<file path="src/rtl/vertex_normal_accumulation_defines.svh">
// Assertion macros shared by the vertex normal accumulation RTL.
`ifndef VERTEX_NORMAL_ACCUMULATION_DEFINES_SVH
`define VERTEX_NORMAL_ACCUMULATION_DEFINES_SVH
`ifndef NO_ASSERTIONS
`define VNA_ASSERT(lbl, prop, msg) \
	lbl: assert property (@(posedge clk) disable iff (!arst_n) (prop)) else $error(msg);
`define VNA_ASSERT_IMP(lbl, ante, cons, msg) \
	lbl: assert property (@(posedge clk) disable iff (!arst_n) (ante) |-> (cons)) \
		else $error(msg);
`else
`define VNA_ASSERT(lbl, prop, msg)
`define VNA_ASSERT_IMP(lbl, ante, cons, msg)
`endif
`endif

</file>
<file path="src/rtl/vna_pkg.sv">
// Types and constants of the vertex normal accumulation block.
`timescale 1ns / 1ps
package vna_pkg;
	localparam int IDX_W = 12;
	localparam int POS_W = 16;
	localparam int NRM_W = 20;
	localparam int UNIT_W = 16;
	localparam int UNIT_ONE = 16384;

	typedef enum logic [1:0] {
		OP_LOAD = 2'd0,
		OP_TRI  = 2'd1,
		OP_READ = 2'd2,
		OP_NONE = 2'd3
	} op_t;

	typedef struct packed {
		op_t                    op;
		logic [IDX_W-1:0]       vertex_a;
		logic [IDX_W-1:0]       vertex_b;
		logic [IDX_W-1:0]       vertex_c;
		logic signed [POS_W-1:0] pos_x;
		logic signed [POS_W-1:0] pos_y;
		logic signed [POS_W-1:0] pos_z;
	} in_word_t;

	typedef struct packed {
		logic [IDX_W-1:0]        vertex_out;
		logic signed [NRM_W-1:0] normal_x;
		logic signed [NRM_W-1:0] normal_y;
		logic signed [NRM_W-1:0] normal_z;
	} out_word_t;

	typedef struct packed {
		logic clearing;
	} back_status_t;
endpackage

</file>
<file path="src/rtl/vna_queue.sv">
// Two-entry word queue between the front and back parts.
`timescale 1ns / 1ps
`include "vertex_normal_accumulation_defines.svh"
module vna_queue (
	input  logic              clk,
	input  logic              arst_n,
	input  logic              push,
	input  vna_pkg::in_word_t push_word,
	output logic              full,
	input  logic              pop,
	output logic              head_valid,
	output vna_pkg::in_word_t head
);
	import vna_pkg::*;

	in_word_t  mem_q [2];
	logic      wr_q;
	logic      rd_q;
	logic [1:0] cnt_q;

	always_ff @(posedge clk) begin
		if (push) begin
			mem_q[wr_q] <= push_word;
		end
	end

	always_ff @(posedge clk or negedge arst_n) begin
		if (!arst_n) begin
			wr_q  <= 1'b0;
			rd_q  <= 1'b0;
			cnt_q <= 2'd0;
		end else begin
			if (push) begin
				wr_q <= ~wr_q;
			end
			if (pop) begin
				rd_q <= ~rd_q;
			end
			cnt_q <= cnt_q + 2'(push) - 2'(pop);
		end
	end

	assign full       = cnt_q[1];
	assign head_valid = cnt_q != 2'd0;
	assign head       = mem_q[rd_q];

	`VNA_ASSERT_IMP(a_no_push_full, full, !push, "word pushed into a full queue")
	`VNA_ASSERT_IMP(a_no_pop_empty, !head_valid, !pop, "word popped from an empty queue")
	`VNA_ASSERT(a_count_range, cnt_q != 2'd3, "queue count out of range")
endmodule

</file>
<file path="config.mk">
export PLATFORM = sky130hd
export DESIGN_NAME = vna_queue
export DESIGN_NICKNAME = d
export VERILOG_FILES = /design/src/rtl/vna_pkg.sv /design/src/rtl/vna_queue.sv
export VERILOG_INCLUDE_DIRS = /design/src /design/src/rtl
export SDC_FILE = /design/constraint.sdc
export NUM_CORES = 1
export LEC_CHECK = 0
export BUFFER_PORTS_ARGS = -buffer_cell sky130_fd_sc_hd__buf_2
export CAP_MARGIN = 20
export CELL_PAD_IN_SITES_DETAIL_PLACEMENT = 0
export CELL_PAD_IN_SITES_GLOBAL_PLACEMENT = 1
export CORE_MARGIN = 2
export CORE_UTILIZATION = 49
export CTS_BUF_LIST = sky130_fd_sc_hd__clkbuf_4 sky130_fd_sc_hd__clkbuf_8
export CTS_CLUSTER_DIAMETER = 30
export DETAILED_ROUTE_END_ITERATION = 7
export GPL_ROUTABILITY_DRIVEN = 0
export HOLD_SLACK_MARGIN = 0.03
export MAX_ROUTING_LAYER = met4
export PLACE_DENSITY_LB_ADDON = 0.1
export SLEW_MARGIN = 20
export SYNTH_ARGS = -nofsm -noshare
export SYNTH_HDL_FRONTEND = slang
export SYNTH_SLANG_ARGS = --single-unit
</file>
<file path="constraint.sdc">
create_clock -name clk -period 13.3 [get_ports clk]
set_input_delay 1.33 -clock clk [delete_from_list [all_inputs] [get_ports clk]]
set_output_delay 1.33 -clock clk [all_outputs]
set_load 0.005 [all_outputs]
</file>
==> metrics.csv <==
stage;metric;value;unit
worst_hold_path;hold_path.startpoint;wr_q;
floorplanning;die_w;119;µm
grt;grt_antenna_before_repair;1;
placed_design;number_of_buffers_added_on_ports;177;
final_layout;final_core_utilization;59.9;%
setup_path;worst_path_top_cell_family_by_delay;buffers and inverters;
floorplanning;die_h;119;µm
setup_path;critPathArrivalTime;2.50;ns
outcome;status;finished clean;
yosys;netlist.top_cell.by_area;sky130_fd_sc_hd__edfxtp_1;
detailed_routing;drt.antenna.violating_nets;0;
setup_path;end_kind;primary output;
final_layout;num-fill-cells;1015;
clocking;cts_sinks;176;
final_layout;final_layout_size_suffix_gt1_share;61.3;%
yosys;synth.cell_area;6520;µm²
sta;final.min_clock_period;3.83;ns
clocking;cts_hold_fix_bufs;0;
floorplanning;design.core.area;13100;µm²
setup_path;worst_r2r_startpoint;wr_q;
sta;final.hold.worst_slack;0.549;ns
yosys;synth.yosys.seq_area_share;80.8;%
setup_path;critPathSlowestCell;sky130_fd_sc_hd__buf_4;
detailed_routing;firstDrtPassIters;4;
worst_hold_path;timing.hold.worst.class;flop to flop;
clocking;cts_tree;done;
yosys;synth.net_count;374;
final_layout;seqCellArea;5270;µm²
detailed_routing;detail_route.wl_per_cell;16.7;µm
floorplanning;rows;42;
grt;global_route.usage.met1;19.2;%
setup_path;worstPathRequired;11.97;ns
grt;met3_usage;5.27;%
placed_design;placedCellCount;628;
yosys;synthesis.instances;282;
setup_path;timing.critical_path.from_type;flop;
floorplanning;floorplan.initialDensity;49.6;%
clocking;cts.reportedPaths.clkPinSlew;0.07;ns
setup_path;setup.worst_path.start;rd_q;
grt;grt_pass1_vias;3216;
setup_path;critical_path.cell_chain;buf_4 > mux2_2 > buf_2;
yosys;synthesis.area_per_instance;23.1;µm²
job;drv.max_cap_violation_count;0;
detailed_routing;drt_iter0_drc;178;
floorplanning;num_io_pins;178;
placed_design;hpwl;7250;µm
clocking;clk_path_buf_depth;2;
setup_path;worstPathMaxFanout;54;
power;power.density;190;nW/µm²
final_layout;layout-area-overhead-vs-synth;20.7;%
detailed_routing;routed_wirelength;10900;µm
placed_design;preCtsSetupSlack;9.81;ns
setup_path;critical_path.max_stage_delay;0.75;ns
sta;number_of_hold_violations_in_the_final_report;0;
sta;timing.fmax;261;MHz
sta;max_slew_margin;35.2;%
setup_path;critical_path_buf_inv_count;2;
sta;setup_viol;0;
grt;pin_count_of_the_biggest_net_entering_global_routing;55;
final_layout;multi_input_area;1180;µm²
grt;global_route_track_usage_on_met2;25.2;%
clocking;cts_setup_buffers;0;
grt;grt.busiest_layer;met2;
clocking;clkLatencyLatePin;0.44;ns
detailed_routing;route.vias.total;3175;
sta;period_share;28.8;%
power;vdd_ir_drop_max;95.5;µV
detailed_routing;post-route-drc-count;0;
setup_path;critical_path_class;flop to primary output;
floorplanning;die-area;14200;µm²
clocking;cts_resized;0;
yosys;yosysTopAreaCellShare;79.2;%
power;power.static_leakage;3.05;nW
sta;transition_time_of_the_tightest_slew_check_pin;0.970;ns
yosys;number_of_warnings_issued_by_yosys;0;
grt;grt_pass1_wl;16200;µm
sta;rsz0062_at_grt;false;
final_layout;finalNetCount;563;
yosys;ys_seq_elements;176;
clocking;cts_made_buffers;17;
sta;fin_tns_setup;0;ns
sta;finalClockSkew;0.00687;ns
yosys;netlist_top_cells_area;sky130_fd_sc_hd__edfxtp_1 (79%), sky130_fd_sc_hd__mux2_2 (9.7%), sky130_fd_sc_hd__mux2_4 (6.9%);
yosys;synth_cell_types;13;
final_layout;cell_count_final_fillers_out;655;
grt;globalRouteTotalUtil;16.2;%
clocking;h-tree-depth;4;
clocking;clock-root-buffer;sky130_fd_sc_hd__clkbuf_8;
sta;timing_max_transition_violations_final;0;
detailed_routing;via_per_inst;4.85;
sta;worst_slack;9.47;ns
grt;grt_overflow_total;0;
metal layers:
metal / part of all wire (%) / wire, µm
met1: 41 / 4450
met2: 50 / 5490
met3: 6.9 / 749
met4: 2.1 / 233
met5: 0 / 0
flip-flops by register name, indices dropped and copies added (netlist names):
register  count
wr_q          1
mem_q       172
rd_q          1
cnt_q         2
stage by stage:
stage	total power, mW	cell area, µm²
after detailed placement	1.24	7580
after CTS	1.52	7870
final	1.50	7870
after global placement	1.23	7580
after floorplan	1.08	6520
after global routing	1.58	7870
Yosys cell counts, drive strengths merged:
cell and n:
and2 1, buf 10, dfrtp 4, edfxtp 172, ha 2, inv 2
mux2 86, nor2b 1, or2 1, xor2 2, xor3 1
cells in the final DEF, fill, tap and decap left out, types with 2 or more instances in the layout:
cell and instances:
sky130_fd_sc_hd__xor2_1 2, sky130_fd_sc_hd__inv_1 2, sky130_fd_sc_hd__ha_1 2, sky130_fd_sc_hd__mux2_2 56
sky130_fd_sc_hd__clkinv_2 2, sky130_fd_sc_hd__buf_4 3, sky130_fd_sc_hd__edfxtp_1 172, sky130_fd_sc_hd__clkbuf_4 4
sky130_fd_sc_hd__dfrtp_1 3, sky130_fd_sc_hd__buf_2 177, sky130_fd_sc_hd__mux2_4 30, sky130_fd_sc_hd__clkbuf_8 17
sky130_fd_sc_hd__clkinv_1 3
cell families (layout without fill, tap and decap cells):
kind of cell  Yosys count  after routing  synth area share [%]
xor+xnor                3              3                 0.633
fa+ha+maj               2              2                 0.384
buf+inv                12            208                  1.36
flops                 176            176                  80.8
mux                    86             86                  16.6
other cells             0              1                     0
simple gates            3              3                 0.288
final timing paths:
path | endpoint | slack [ns] | cells past startpoint
worst min-delay path | wr_q | 0.55 | 1
worst max-delay path | head[79] | 9.47 | 3
min in group asynchronous | rd_q | 0.68 | 1
max in group asynchronous | rd_q | 12.48 | 1
worst min register to register | wr_q | 0.55 | 1
worst max register to register | mem_q[0][42] | 10.97 | 2
where the power goes:
group / leakage [nW] / switching (mW) / internal [mW]
sequential: 1.66 / 0.0449 / 0.737
clock: 0.153 / 0.156 / 0.128
combinational: 1.24 / 0.192 / 0.238
total: 3.05 / 0.393 / 1.10
layout make-up:
class,instances,area share [%]
diodes,1,0.0318
clock buffers,21,3.36
clock inverters,5,0.270
inverters,2,0.0954
multi-input cells,94,14.9
flip-flops and latches,176,67.0
well taps,176,2.80
repair buffers,180,11.5
(Power assumes the default switching activity.)
