**config.mk**
```make
export PLATFORM = sky130hd
export DESIGN_NAME = vna_front
export DESIGN_NICKNAME = d
export VERILOG_FILES = /design/src/rtl/vertex_normal_accumulation_defines.svh /design/src/rtl/vna_pkg.sv /design/src/rtl/vna_front.sv
export SDC_FILE = /design/constraint.sdc
export NUM_CORES = 1
export LEC_CHECK = 0
export ABC_AREA = 1
export BUFFER_PORTS_ARGS = -buffer_cell sky130_fd_sc_hd__buf_2
export CAP_MARGIN = 20
export CORE_UTILIZATION = 44
export CTS_BUF_LIST = sky130_fd_sc_hd__clkbuf_16
export DETAILED_ROUTE_END_ITERATION = 10
export PLACE_DENSITY = 0.9
export SYNTH_ARGS = -nofsm -noshare
export SYNTH_HDL_FRONTEND = slang
export SYNTH_SLANG_ARGS = --single-unit
```
**constraint.sdc**
```tcl
create_clock -name clk -period 15.2 [get_ports clk]
set_clock_uncertainty 0.2 [all_clocks]
set_input_delay 1.52 -clock clk [delete_from_list [all_inputs] [get_ports clk]]
set_output_delay 1.52 -clock clk [all_outputs]
set_load 0.03 [all_outputs]
```
**src/rtl/vertex_normal_accumulation_defines.svh**
```systemverilog
// Assertion macros shared by the vertex normal accumulation RTL.
`ifndef VERTEX_NORMAL_ACCUMULATION_DEFINES_SVH
`define VERTEX_NORMAL_ACCUMULATION_DEFINES_SVH
`ifndef NO_ASSERTIONS
`define VNA_ASSERT(lbl, prop, msg) \
	lbl: assert property (@(posedge clk) disable iff (!arst_n) (prop)) else $error(msg);
`define VNA_ASSERT_IMP(lbl, ante, cons, msg) \
	lbl: assert property (@(posedge clk) disable iff (!arst_n) (ante) |-> (cons)) \
		else $error(msg);
`else
`define VNA_ASSERT(lbl, prop, msg)
`define VNA_ASSERT_IMP(lbl, ante, cons, msg)
`endif
`endif

```
**src/rtl/vna_pkg.sv**
```systemverilog
// Types and constants of the vertex normal accumulation block.
`timescale 1ns / 1ps
package vna_pkg;
	localparam int IDX_W = 12;
	localparam int POS_W = 16;
	localparam int NRM_W = 20;
	localparam int UNIT_W = 16;
	localparam int UNIT_ONE = 16384;

	typedef enum logic [1:0] {
		OP_LOAD = 2'd0,
		OP_TRI  = 2'd1,
		OP_READ = 2'd2,
		OP_NONE = 2'd3
	} op_t;

	typedef struct packed {
		op_t                    op;
		logic [IDX_W-1:0]       vertex_a;
		logic [IDX_W-1:0]       vertex_b;
		logic [IDX_W-1:0]       vertex_c;
		logic signed [POS_W-1:0] pos_x;
		logic signed [POS_W-1:0] pos_y;
		logic signed [POS_W-1:0] pos_z;
	} in_word_t;

	typedef struct packed {
		logic [IDX_W-1:0]        vertex_out;
		logic signed [NRM_W-1:0] normal_x;
		logic signed [NRM_W-1:0] normal_y;
		logic signed [NRM_W-1:0] normal_z;
	} out_word_t;

	typedef struct packed {
		logic clearing;
	} back_status_t;
endpackage

```
**src/rtl/vna_front.sv**
```systemverilog
// Front part: accepts words, reduces vertex indices and queues the commands.
`timescale 1ns / 1ps
module vna_front #(
	parameter int VERTEX_COUNT = 4096
) (
	input  logic                  clk,
	input  logic                  arst_n,
	input  logic                  start,
	output logic                  busy,
	input  vna_pkg::in_word_t     item,
	input  vna_pkg::back_status_t status,
	input  logic                  queue_full,
	output logic                  push,
	output vna_pkg::in_word_t     push_word
);
	import vna_pkg::*;

	localparam bit NEED_MOD = VERTEX_COUNT < (1 << IDX_W);
	localparam logic [IDX_W:0] MOD_VAL = (IDX_W+1)'(VERTEX_COUNT);
	localparam int RCP_W = 2 * IDX_W;
	localparam int PROD_W = IDX_W + RCP_W;
	localparam logic [RCP_W-1:0] RECIP = RCP_W'((1 << RCP_W) / VERTEX_COUNT);

	typedef enum logic [2:0] {
		F_IDLE   = 3'b001,
		F_REDUCE = 3'b010,
		F_PUSH   = 3'b100
	} fstate_t;

	fstate_t          state_q;
	in_word_t         item_q;
	logic [IDX_W-1:0] idx_q [3];
	logic [IDX_W-1:0] quo_q [3];
	logic [IDX_W:0]   rem_q [3];
	logic [1:0]       step_q;
	logic [IDX_W-1:0] quo_d [3];
	logic [IDX_W:0]   rem_d [3];

	// The reciprocal product gives a quotient that is low by at most one, so a single
	// compare and subtract finishes the remainder.
	always_comb begin
		logic [PROD_W-1:0] prod;
		logic [2*IDX_W:0]  qn;
		logic [IDX_W:0]    r;
		for (int i = 0; i < 3; i++) begin
			prod = PROD_W'(idx_q[i]) * PROD_W'(RECIP);
			quo_d[i] = prod[PROD_W-1:RCP_W];
			qn = (2*IDX_W+1)'(quo_q[i]) * (2*IDX_W+1)'(MOD_VAL);
			r = (IDX_W+1)'(idx_q[i]) - qn[IDX_W:0];
			if (r >= MOD_VAL) begin
				r = r - MOD_VAL;
			end
			rem_d[i] = r;
		end
	end

	always_ff @(posedge clk) begin
		if (state_q == F_IDLE && start) begin
			item_q <= item;
			idx_q[0] <= item.vertex_a;
			idx_q[1] <= item.vertex_b;
			idx_q[2] <= item.vertex_c;
		end else if (state_q == F_REDUCE) begin
			if (step_q == 2'd0) begin
				for (int i = 0; i < 3; i++) begin
					quo_q[i] <= quo_d[i];
				end
			end else begin
				for (int i = 0; i < 3; i++) begin
					rem_q[i] <= rem_d[i];
				end
			end
		end
	end

	always_ff @(posedge clk or negedge arst_n) begin
		if (!arst_n) begin
			state_q <= F_IDLE;
			step_q  <= 2'd0;
		end else begin
			case (state_q)
				F_IDLE: begin
					step_q <= 2'd0;
					if (start && !status.clearing && item.op != OP_NONE) begin
						state_q <= NEED_MOD ? F_REDUCE : F_PUSH;
					end
				end
				F_REDUCE: begin
					step_q <= step_q + 2'd1;
					if (step_q == 2'd1) begin
						state_q <= F_PUSH;
					end
				end
				F_PUSH: begin
					if (!queue_full) begin
						state_q <= F_IDLE;
					end
				end
				default: state_q <= F_IDLE;
			endcase
		end
	end

	assign busy = status.clearing || state_q != F_IDLE;
	assign push = state_q == F_PUSH && !queue_full;

	always_comb begin
		push_word = item_q;
		if (NEED_MOD) begin
			push_word.vertex_a = rem_q[0][IDX_W-1:0];
			push_word.vertex_b = rem_q[1][IDX_W-1:0];
			push_word.vertex_c = rem_q[2][IDX_W-1:0];
		end
	end
endmodule

```
==> results by stage, run 1 <==
Setup path:
- Data arrives at the worst endpoint at 2.03 ns.
- The maximum single-stage delay on the critical path is 0.23 ns.
- The launch point of the worst path is queue_full.
- Measured in cells, the most critical reg-to-reg path has a length of 5.
- By startpoint and endpoint, the worst setup path is classified as in -> out.
- The critical path contains buffers and inverters numbering 2 combined.
- The kind of capture point of the worst setup path is an output port.
- The worst setup path is launched from an input port.
- On the critical path the largest part of the delay comes from buffers and inverters.
- Traced cell by cell, the critical path runs through buf_2 > nor3_1 > buf_2.
- The cell count along the critical path is 3.
- The worst register-to-register path begins at state_q[0].
- The worst reg-to-reg setup slack is 12.85 ns.
- The most frequent cell on the critical path is buf_2.
- For the worst setup path, the data required time is 13.48 ns.
- The capture point of the worst reg-to-reg path is push_word[5].
- The slowest library cell on the worst path is buf_2.
- The biggest fanout along the worst timing path is 2.
- The most critical setup path has its endpoint at push.

Yosys:
- Yosys attributes the largest share of cell area to edfxtp_1 95%, dfstp_2 0.97%, dfrtp_1 0.92%.
- The mapped cell area is 0.00271 mm².
- The proportion of netlist area held by the largest area contributor is 95.3%.
- The largest area contributor in the synthesized netlist is edfxtp_1.
- The average size of a mapped cell is 25.6 µm².
- The sequential share of the synthesized area is 97.2%.
- The count of synthesis-stage warnings from yosys is 0.
- The synthesized instance count is 106.
- The post-synthesis net count is 197.
- The synthesized netlist contains 10 unique library cells.
- The synthesized design contains 88 register bits.

Route:
- The residual DRC count is 0.
- The first routing iteration left 79 violations.
- The routed layout has 1696 vias.
- The via-per-instance ratio is 4.50.
- The final antenna-violating net count is 0.
- The final wirelength is 5.64 mm.
- The first-pass detailed-route iteration total is 4.
- After detailed routing, the average wire length per cell comes to 15.0 µm.

Clocking:
- The number of buffers created by CTS is 9.
- The count of instances resized after the clock tree is built is 0.
- The latest clock arrival within the worst-skew pair is 0.32 ns.
- The number of clock sinks is 88.
- In this run the number of H-tree levels came out at 3.
- The buffer cell driving the clock tree root is clkbuf_16.
- The clock input transition at the sequential cells of the worst setup and hold paths is 0.06 ns.
- The clock tree from TritonCTS is done.
- In this run the deepest clock path goes through 2 buffers.
- In this run the post-CTS setup repair buffer count came out at 0.
- In this run, post-CTS hold repair placed 0 buffers.

Run status:
- The run finished with clean final reports.

Power:
- Across the VDD grid, the largest voltage drop is 109 µV.
- The internal power is 506 µW.
- The standby leakage power is 0.00177 µW.
- In this run the power density over the cells is 179 mW/mm².
- The fraction of power consumed by sequential logic is 45.6%.
- The clock share of power is 32.0%.
- Net switching is 30.3% of the power.
- The part of the total power dissipated in combinational logic is 22.4%.
- Summed over all nets, the switching power comes to 220 µW.

Final layout:
- The fraction of final layout cells with drive strength greater than 1 is 66.2%.
- The layout has 391 filler cells.
- 0 antenna diodes ended up in the layout.
- The filler-free cell count of the finished design is 377.
- Summing all multi-input logic gate instances after layout gives 63.8 µm².
- In the final layout, flip-flops and latches occupy 0.00263 mm².
- Once layout is complete, the utilization of the core stands at 68.4%.
- In the final design database the tool counted 388 nets.
- Compared with the post-synthesis result, the final layout area differs by 49.6%.

STA:
- The transition time of the tightest slew-check pin is 0.523 ns.
- The setup TNS is 0 ns.
- Setup repair after global routing left no endpoint under its margin.
- Hold is met by 0.387 ns.
- The normalized max-slew margin is 65.1%.
- The post-layout minimum cycle time is 3.75 ns.
- Setup violations remaining at the end of the flow were counted as 0.
- The max-slew violation total from the final report is 0.
- The post-route fraction of the period consumed by the critical path is 24.7%.
- The count of endpoints failing hold in the final timing report was 0.
- Static timing analysis puts the maximum clock frequency at 0.267 GHz.

GRT:
- The number of global-route vias before repair is 1723.
- The initial antenna violation count came to 0.
- Entering global routing, the biggest net connects 45 pins.
- The remaining global-route overflow is 0.
- The wire length of the first global-routing pass is 7.99 mm.
- The all-layer global routing usage is 17.8%.

Placement:
- Routability-driven placement finished with a final weighted congestion of 0.761.
- The cell total after placement is 360.
- The count of buffers from port buffering is 178.
- Detailed placement finished with a half-perimeter wire length of 4.33 mm.

Die:
- The starting density of the core is 45.8%.
- The die height is 80.5 µm.
- The floorplan has 28 rows.
- The die width is 80.5 µm.
- The I/O pin total is 179.
- The total core area is 0.00592 mm².
- The die covers 0.00647 mm².

Flow run:
- The max-cap violation count is 0.

Hold path:
- The depth of the worst hold-timing path is 3.
- The class of the most critical hold timing path is reg -> reg.
power groups by stage:
stage          sequential (µW)  clock (µW)  combinational (µW)
5_1_grt                    335         247                 171
6_report                   331         232                 162
3_5_place_dp               337           0                 160
3_3_place_gp               335           0                 157
4_1_cts                    332         236                 160
2_1_floorplan              422           0                25.1
cells in the mapped netlist:
cell,n
nor2_2,1
nor3_1,1
inv_1,4
nor2_1,2
dfstp_2,1
edfxtp_1,86
inv_2,1
nand3_1,3
dfrtp_1,1
nand2_1,6
per-layer routing:
metal  share of wire (%)  up-vias  routed length, µm  global-route usage, %
li1                    -      794                  -                      -
met1                  35      776               1950                   18.7
met2                  52      114               2950                   30.8
met3                  11       12                627                   7.16
met4                 2.0        0                111                   9.11
met5                   0        -                  0                      0
worst min-delay path by stage:
stage                    start          to  slack, ns
CTS                 state_q[2]  state_q[0]       0.39
global placement    state_q[2]  state_q[0]       0.34
finish              state_q[2]  state_q[0]       0.39
floorplan           state_q[2]  state_q[0]       0.32
global route        state_q[2]  state_q[0]       0.41
detailed placement  state_q[2]  state_q[0]       0.37
registers in the layout, indices dropped and copies added (netlist names):
name       count
push_word     86
state_q        2
logic make-up (layout without fill, tap and decap cells):
family,Yosys count,count (layout),synth area share [%]
buffers and inverters,5,201,0.693
flip-flops,88,88,97.2
AND/OR/NAND/NOR,13,13,2.08
worst register-to-register path, delay by kind of cell, from the launching register on:
kind | cells | cell delay, ns
and+or+nand+nor | 2 | 0.55
DFF | 1 | 0.54
buffers and inverters | 3 | 0.69
layout by cell type (no fill, tap or decap):
cell type / n
nor3_1: 1
dfrtp_1: 1
bufinv_16: 2
buf_4: 1
nor2_1: 1
clkbuf_16: 9
nand3_1: 3
nand2_1: 6
clkinvlp_4: 1
dfstp_2: 1
nor2_4: 1
edfxtp_1: 86
inv_2: 1
inv_6: 3
buf_12: 1
inv_1: 4
nor2_2: 1
buf_2: 178
clkinv_2: 1
layout make-up:
type | instances | area share [%]
clock buffers | 9 | 5.56
inverters | 5 | 0.463
flip-flops and latches | 88 | 65.0
clock inverters | 7 | 2.44
well taps | 75 | 2.32
multi-input cells | 13 | 1.57
repair buffers | 180 | 22.7
metrics by stage:
step	area [µm²]	power, µW	worst slack [ns]
after CTS	4030	728	11.44
final	4050	725	11.45
after floorplan	2710	447	9.34
after detailed placement	3710	497	11.40
after global placement	3710	492	11.48
after global routing	4050	752	11.40
Note: power is estimated with default switching activity, not from simulation.
==> run 2: changes to the inputs <==
CORE_UTILIZATION = 37   (was 44)
PLACE_DENSITY = 0.82   (was 0.9)
clock period = 3.09 ns   (was 15.2 ns; I/O delays follow)
==> run 2 against run 1 <==
Net effect:
- total power grew to 4.9 times the previous value
- worst hold slack worse by 0.33 ns
- via count increased by 24%
- clock-buffer cell count unchanged
- flip-flop and latch count did not move
- critical path depth up 2
- sequential power rose to 5.0 times the previous value
- largest cell class unchanged
==> results by stage, run 2 (synthesized netlist as in run 1, its figures left out) <==
Power:
- The maximum VDD drop was 515 µV (+370%).
- The internal power came to 2460 µW (+390%).
- The standby leakage power came to 0.00211 µW (+20%).
- The total net switching power is 1110 µW (+400%).
- The power density over the cells came to 728 mW/mm² (+310%).
- The switching share of power is 31.0% (+0.73 points).
- The clock share of power is 29.6% (-2.4 points).
- The part of the total power dissipated in combinational logic is 24.6% (+2.2 points).
- The fraction of power consumed by sequential logic came to 45.9% (+0.3 points).

STA:
- The max-slew violation total from the final report is 0 (unchanged).
- Setup repair after global routing left no endpoint under its margin.
- The worst hold slack after final layout is 0.0574 ns (-0.330 ns).
- The setup TNS is 0 ns (unchanged).
- The number of failing setup endpoints in the final timing report is 0 (unchanged).
- The normalized max-slew margin was 64.3% (-0.82 points).
- Based on the critical path, the design can be clocked at up to 0.512 GHz.
- The final critical path takes up 63.2% of the cycle.
- The count of endpoints failing hold in the final timing report is 0 (unchanged).
- The transition time of the tightest slew-check pin is 0.536 ns (+0.0123 ns).
- The clock period could shrink to 1.95 ns.

Placement:
- The half-perimeter wire length after detailed placement is 4.28 mm (-1.2%).
- The count of buffers from port buffering is 178 (unchanged).
- The placer congestion estimate is 0.663 (-13%).

Final layout:
- The count of nets after finishing is 475 (+22%).
- The fraction of final layout cells with drive strength greater than 1 was 51.2% (-15 points).
- The count of filler cells inserted in the layout is 451 (+15%).
- The total inserted antenna cells is 0 (unchanged).
- The most common cell after layout, fill and taps aside is buf_2.
- The number of flip-flops under the largest register name is 86 (unchanged).
- The post-synthesis to final-layout area growth is 81.2%.
- Leaving out fill and tap cells, the most frequent cells in the layout are 178 x buf_2, 87 x dlygate4sd3_1, 86 x edfxtp_1.

Route:
- The final antenna-violating net count is 0 (unchanged).
- The via-per-instance ratio came to 4.32 (-3.9%).
- The violation count after the first detailed-routing iteration was 89 (+13%).
- The residual DRC count is 0 (unchanged).
- The first-pass detailed-route iteration total came to 4 (unchanged).
- The detailed-route via count is 2096 (+24%).
- The routed wire length per instance is 15.0 µm (+0.32%).
- The final wirelength is 7.28 mm (+29%).

Setup path:
- The worst register-to-register path ends at push_word[64].
- The worst setup path is of the reg -> reg kind.
- The worst setup path is launched from a flip-flop.
- The worst reg-to-reg setup slack came to 1.14 ns (-11.71 ns).
- The biggest fanout along the worst timing path was 43 (+41).
- The arrival time at the worst endpoint is 1.72 ns (-0.31 ns).
- The kind of capture point of the worst setup path is a flip-flop.
- The required time of the worst setup path is 2.86 ns (-10.62 ns).
- The worst reg-to-reg path cell count came to 5 (unchanged).
- The startpoint identified for the worst register-to-register timing path is state_q[0].

Hold path:
- The min-delay analysis places its worst path in the category in -> reg.
- The depth of the worst hold-timing path is 4 (+1).
- The worst hold path begins at start.
- The worst-case hold path end point is state_q[0].

Clocking:
- The clock input transition at the sequential cells of the worst setup and hold paths was 0.06 ns (about the same).
- The number of buffers created by CTS came to 9 (unchanged).
- The number of buffers on the longest clock path is 2 (unchanged).
- The number of levels in the clock H-tree was 3 (unchanged).
- The number of clock sinks came to 88 (unchanged).
- CTS placed an instance of clkbuf_16 at the clock tree root.
- The clock tree from TritonCTS is done.
- The latest clock arrival within the worst-skew pair is 0.33 ns (about the same).

GRT:
- The number of global-route vias before repair was 2199 (+28%).
- The maximum number of pins on one net before global-route repair is 44 (-2.2%).
- The initial antenna violation count came to 0 (unchanged).
- The all-layer global routing usage is 19.3% (+1.5 points).
- The wire length of the first global-routing pass is 10.5 mm (+32%).
- The remaining global-route overflow is 0 (unchanged).

Die:
- The I/O pin total is 179 (unchanged).
- The die height is 87.6 µm (+8.8%).
- The die area came to 0.00767 mm² (+18%).
- The number of standard-cell rows in the floorplan came to 30 (+7.1%).
- The total core area came to 0.00694 mm² (+17%).
- The starting density of the core came to 39.0% (-6.7 points).
- The die width is 87.6 µm (+8.8%).

Flow run:
- The max-cap violation count is 0 (unchanged).

Run status:
- The run finished with clean final reports.
run 2: cell count changes in the layout (fill, tap and decap cells not counted), sizes merged:
cell,change
dlygate4sd3,+87
bufinv,-1
clkinvlp,+1
run 2: worst max-delay path by stage:
stage / from / end / cells past startpoint
floorplan: state_q[0] / push_word[0] / 4
global placement: state_q[0] / push_word[79] / 5
detailed placement: state_q[0] / push_word[4] / 5
CTS: state_q[0] / push_word[37] / 5
global route: state_q[0] / push_word[64] / 5
finish: state_q[0] / push_word[64] / 5
run 2: critical path: stages, from the launching register on:
cell and delay [ns]:
dfstp_2 0.53, inv_1 0.06, nor2_2 0.16, inv_2 0.07
nor2_4 0.08, buf_4 0.45
run 2: layout make-up:
type	instances	area (µm²)	area share, %
flip-flops and latches	88	2630	53.6
multi-input cells	13	63.8	1.30
clock inverters	7	71.3	1.45
inverters	5	18.8	0.382
well taps	96	120	2.45
repair buffers	267	1780	36.2
clock buffers	9	225	4.59
run 2: stage by stage:
stage | cells | total power [µW] | utilization, % | area, µm² | setup slack (ns)
after global placement | 382 | 2420 | 53.9 | 3740 | 1.22
after CTS | 485 | 3580 | 70.7 | 4910 | 1.15
after detailed placement | 382 | 2450 | 53.9 | 3740 | 1.15
final | 485 | 3570 | 70.7 | 4910 | 1.14
after floorplan | 106 | 2180 | - | 2720 | 0.453
after global routing | 485 | 3720 | 70.7 | 4910 | 1.05
run 2: routing by layer:
layer  up-vias  global-route usage, %  wire [µm]  share of wire, %
li1        967                      -          -                 -
met5         -                      0          0                 0
met2       126                   35.2       3800                52
met3        15                   6.03        655               9.0
met1       988                   20.4       2670                37
met4         0                   9.09        150               2.1
run 2: power by group through the flow:
stage                     clock, µW  combinational (µW)  sequential [µW]
after floorplan                   0                 129             2050
after detailed placement          0                 791             1660
after CTS                      1070                 877             1630
after global placement            0                 776             1650
after global routing           1130                 925             1660
final                          1060                 878             1640
run 2: what timing repair did:
action,CTS,global route
hold buffers,87,0
resized for setup,0,0
setup endpoints to repair,0,0
setup buffers,0,0
endpoints found under the hold margin,88,0
==> run 3: changes to the inputs <==
clock period = 1.6 ns   (was 3.09 ns; I/O delays follow)
==> run 3 against run 2 <==
Net effect:
- the run now ends with negative setup slack left
- cell count is 3.1% higher
- critical path depth stayed put
- final area up 7.3%
- wire length increased by 9.8%
- via count grew 2.1%
- flip-flop and latch count did not move
- setup slack worse by 1.2 ns
- utilization grew 5.1 points
- combinational power is 150% higher
- register-to-register slack got worse by 1.2 ns
- die area unchanged
- sequential share of layout area shrank 3.6 points
- critical endpoint is now busy
- largest cell class unchanged
==> results by stage, run 3 (synthesized netlist as in run 1, its figures left out) <==
Setup path:
- The biggest fanout along the worst timing path is 3 (-93%).
- Walking the worst path, the cells encountered are inv_2 > nor2_4 > buf_4 > nand2_1 > buf_6.
- The arrival time at the worst endpoint is 1.34 ns (-0.38 ns).
- The critical path in this run is classified as reg -> out.
- The number of buffer and inverter instances along the worst setup path came to 3 (unchanged).
- The slowest library cell on the worst path is dfstp_2.
- The worst setup path is launched from a flip-flop.
- The maximum single-stage delay on the critical path is 0.54 ns (about the same).
- On the critical path the largest part of the delay comes from flip-flops.
- STA classifies the critical path endpoint as an output port.
- The required time of the worst setup path is 1.24 ns (-1.62 ns).

Route:
- The violation count after the first detailed-routing iteration is 63 (-29%).
- The residual DRC count was 0 (unchanged).
- The final wirelength is 7.99 mm (+9.8%).
- The final antenna-violating net count is 0 (unchanged).
- The routed wire length per instance is 16.0 µm (+6.5%).
- The via-per-instance ratio is 4.28 (-0.92%).
- The detailed-route via count is 2141 (+2.1%).
- The first-pass detailed-route iteration total is 4 (unchanged).

Flow run:
- The max-cap violation count is 0 (unchanged).

Run status:
- The checks that failed: negative setup slack.
- The run finished, with violations left.

Power:
- The internal power is 5420 µW (+120%).
- The fraction of power consumed by sequential logic is 41.3% (-4.6 points).
- The part of the total power dissipated in combinational logic is 28.4% (+3.8 points).
- The switching share of power was 29.2% (-1.8 points).
- The power density over the cells is 1450 mW/mm² (+100%).
- The standby leakage power is 0.00227 µW (+7.6%).
- The clock share of power is 30.3% (+0.7 points).
- The maximum VDD drop is 895 µV (+74%).
- The total net switching power was 2230 µW (+100%).

GRT:
- The layer flagged by global routing as most heavily used is met2.
- The maximum number of pins on one net before global-route repair was 23 (-48%).
- The number of global-route vias before repair is 2309 (+5.0%).
- The remaining global-route overflow was 0 (unchanged).
- The met3 capacity usage during global routing was 7.07% (+1.0 points).
- The met1 layer usage reported by global route is 22.3% (+1.8 points).
- The initial antenna violation count is 0 (unchanged).
- The all-layer global routing usage came to 21.3% (+2.0 points).
- The met2 global-route usage is 38.9% (+3.8 points).
- The wire length of the first global-routing pass is 11.5 mm (+8.8%).

Placement:
- The count of buffers from port buffering is 178 (unchanged).
- The half-perimeter wire length after detailed placement is 4.33 mm (+1.2%).
- The placer congestion estimate was 0.709 (+7.0%).
- The cell total after placement is 383 (+0.26%).

Final layout:
- The count of filler cells inserted in the layout is 411 (-8.9%).
- In the layout the commonest cells are 176 x buf_2, 91 x dlygate4sd3_1, 86 x edfxtp_1.
- The total inserted antenna cells is 0 (unchanged).
- The post-synthesis to final-layout area growth is 94.4%.
- The count of nets after finishing is 491 (+3.4%).
- The most common cell after layout, fill and taps aside is buf_2.
- The number of flip-flops under the largest register name came to 86 (unchanged).
- The fraction of final layout cells with drive strength greater than 1 is 52.2% (+1.1 points).
- The filler-free cell count of the finished design was 500 (+3.1%).

Clocking:
- The latest clock arrival within the worst-skew pair was 0.32 ns (about the same).
- The clock input transition at the sequential cells of the worst setup and hold paths came to 0.06 ns (about the same).
- The clock tree from TritonCTS is done.
- The number of buffers created by CTS is 9 (unchanged).
- The number of levels in the clock H-tree is 3 (unchanged).
- The cell sitting at the root of the clock tree is a clkbuf_16.
- The number of buffers on the longest clock path is 2 (unchanged).
- The number of clock sinks is 88 (unchanged).

Hold path:
- The class of the most critical hold timing path is in -> async.

STA:
- The number of failing setup endpoints in the final timing report is 88 (+88).
- The post-layout minimum cycle time is 1.70 ns.
- The setup TNS is -7.85 ns (-7.85 ns).
- The count of endpoints failing hold in the final timing report is 0 (unchanged).
- The max-slew violation total from the final report is 0 (unchanged).
- Setup repair after global routing could not meet its margin everywhere.
- The normalized max-slew margin came to 83.2% (+19 points).
- The achievable frequency is 0.587 GHz.
- The minimum setup slack in the final design is -0.105 ns (-1.24 ns).
- The transition time of the tightest slew-check pin is 0.250 ns (-0.285 ns).
- The post-route fraction of the period consumed by the critical path is 107%.

Die:
- The die width is 87.6 µm (unchanged).
- The die height was 87.6 µm (unchanged).
- The die area is 0.00767 mm² (unchanged).
- The number of standard-cell rows in the floorplan is 30 (unchanged).
- The I/O pin total is 179 (unchanged).
- The total core area came to 0.00694 mm² (unchanged).
- The starting density of the core is 39.0% (unchanged).
run 3: cell types whose count changed in the layout (fill, tap and decap cells not counted), sizes merged:
cell | previous run | this run
dlygate4sd3 | 87 | 91
clkinvlp | 2 | 0
inv | 8 | 6
buf | 180 | 189
clkbuf | 9 | 12
bufinv | 1 | 3
clkinv | 1 | 2
run 3: timing repair:
item                                    in CTS  in global routing
hold buffers                                91                  0
pin swaps                                    1                  0
cloned                                       4                  4
setup buffers                                3                  0
hold endpoints to repair                    90                  0
gates resized for setup                      9                  2
endpoints found under the setup margin      87                 88
run 3: area by class of cell:
cell class | instances | area, µm² | share of cell area (%)
flip-flops and latches | 88 | 2630 | 50.0
repair buffers | 283 | 2090 | 39.7
clock buffers | 9 | 225 | 4.28
well taps | 96 | 120 | 2.28
clock inverters | 6 | 108 | 2.04
multi-input cells | 13 | 68.8 | 1.31
inverters | 5 | 18.8 | 0.356
run 3: through the flow:
| step | total power [µW] | util, % | instance area [µm²] | setup slack, ns | hold WS, ns |
|---|---|---|---|---|---|
| 5_1_grt | 7940 | 75.8 | 5270 | -0.169 | 0.100 |
| 3_3_place_gp | 4760 | 54.4 | 3780 | -0.0632 | -0.254 |
| 2_1_floorplan | 4220 | - | 2720 | -1.04 | -0.336 |
| 4_1_cts | 7540 | 74.5 | 5170 | -0.110 | 0.0861 |
| 3_5_place_dp | 4800 | 54.4 | 3780 | -0.0988 | -0.249 |
| 6_report | 7660 | 75.8 | 5270 | -0.105 | 0.0997 |
run 3: path summary, 6_finish.rpt:
kind	slack, ns	cells after the start	end	start
max	-0.10	5	busy	state_q[0]
min	0.1	2	state_q[0]	arst_n
max reg2reg	-0.10	6	push_word[36]	state_q[0]
min reg2reg	0.45	2	state_q[2]	state_q[2]
max in group asynchronous	0.59	3	state_q[2]	arst_n
min in group clk	0.34	2	push_word[22]	item[22]
run 3: power by group through the flow:
| stage | logic [µW] | registers (µW) | clock network [µW] |
|---|---|---|---|
| 2_1_floorplan | 262 | 3960 | 0 |
| 3_3_place_gp | 1580 | 3180 | 0 |
| 3_5_place_dp | 1600 | 3200 | 0 |
| 4_1_cts | 2030 | 3150 | 2360 |
| 5_1_grt | 2290 | 3200 | 2450 |
| 6_report | 2180 | 3160 | 2320 |
run 3: worst register-to-register path, stage by stage (launching register included):
cell	delay, ns
dfstp_2	0.54
inv_2	0.05
nor2_4	0.11
inv_2	0.06
nor2_4	0.13
buf_6	0.14
buf_12	0.16
run 3: layer usage:
layer  part of all wire (%)  vias to the layer above  routed length, µm
met5                      0                        -                  0
met1                     36                      998               2900
li1                       -                     1003                  -
met4                    2.1                        0                167
met3                    7.8                       14                623
met2                     54                      126               4300
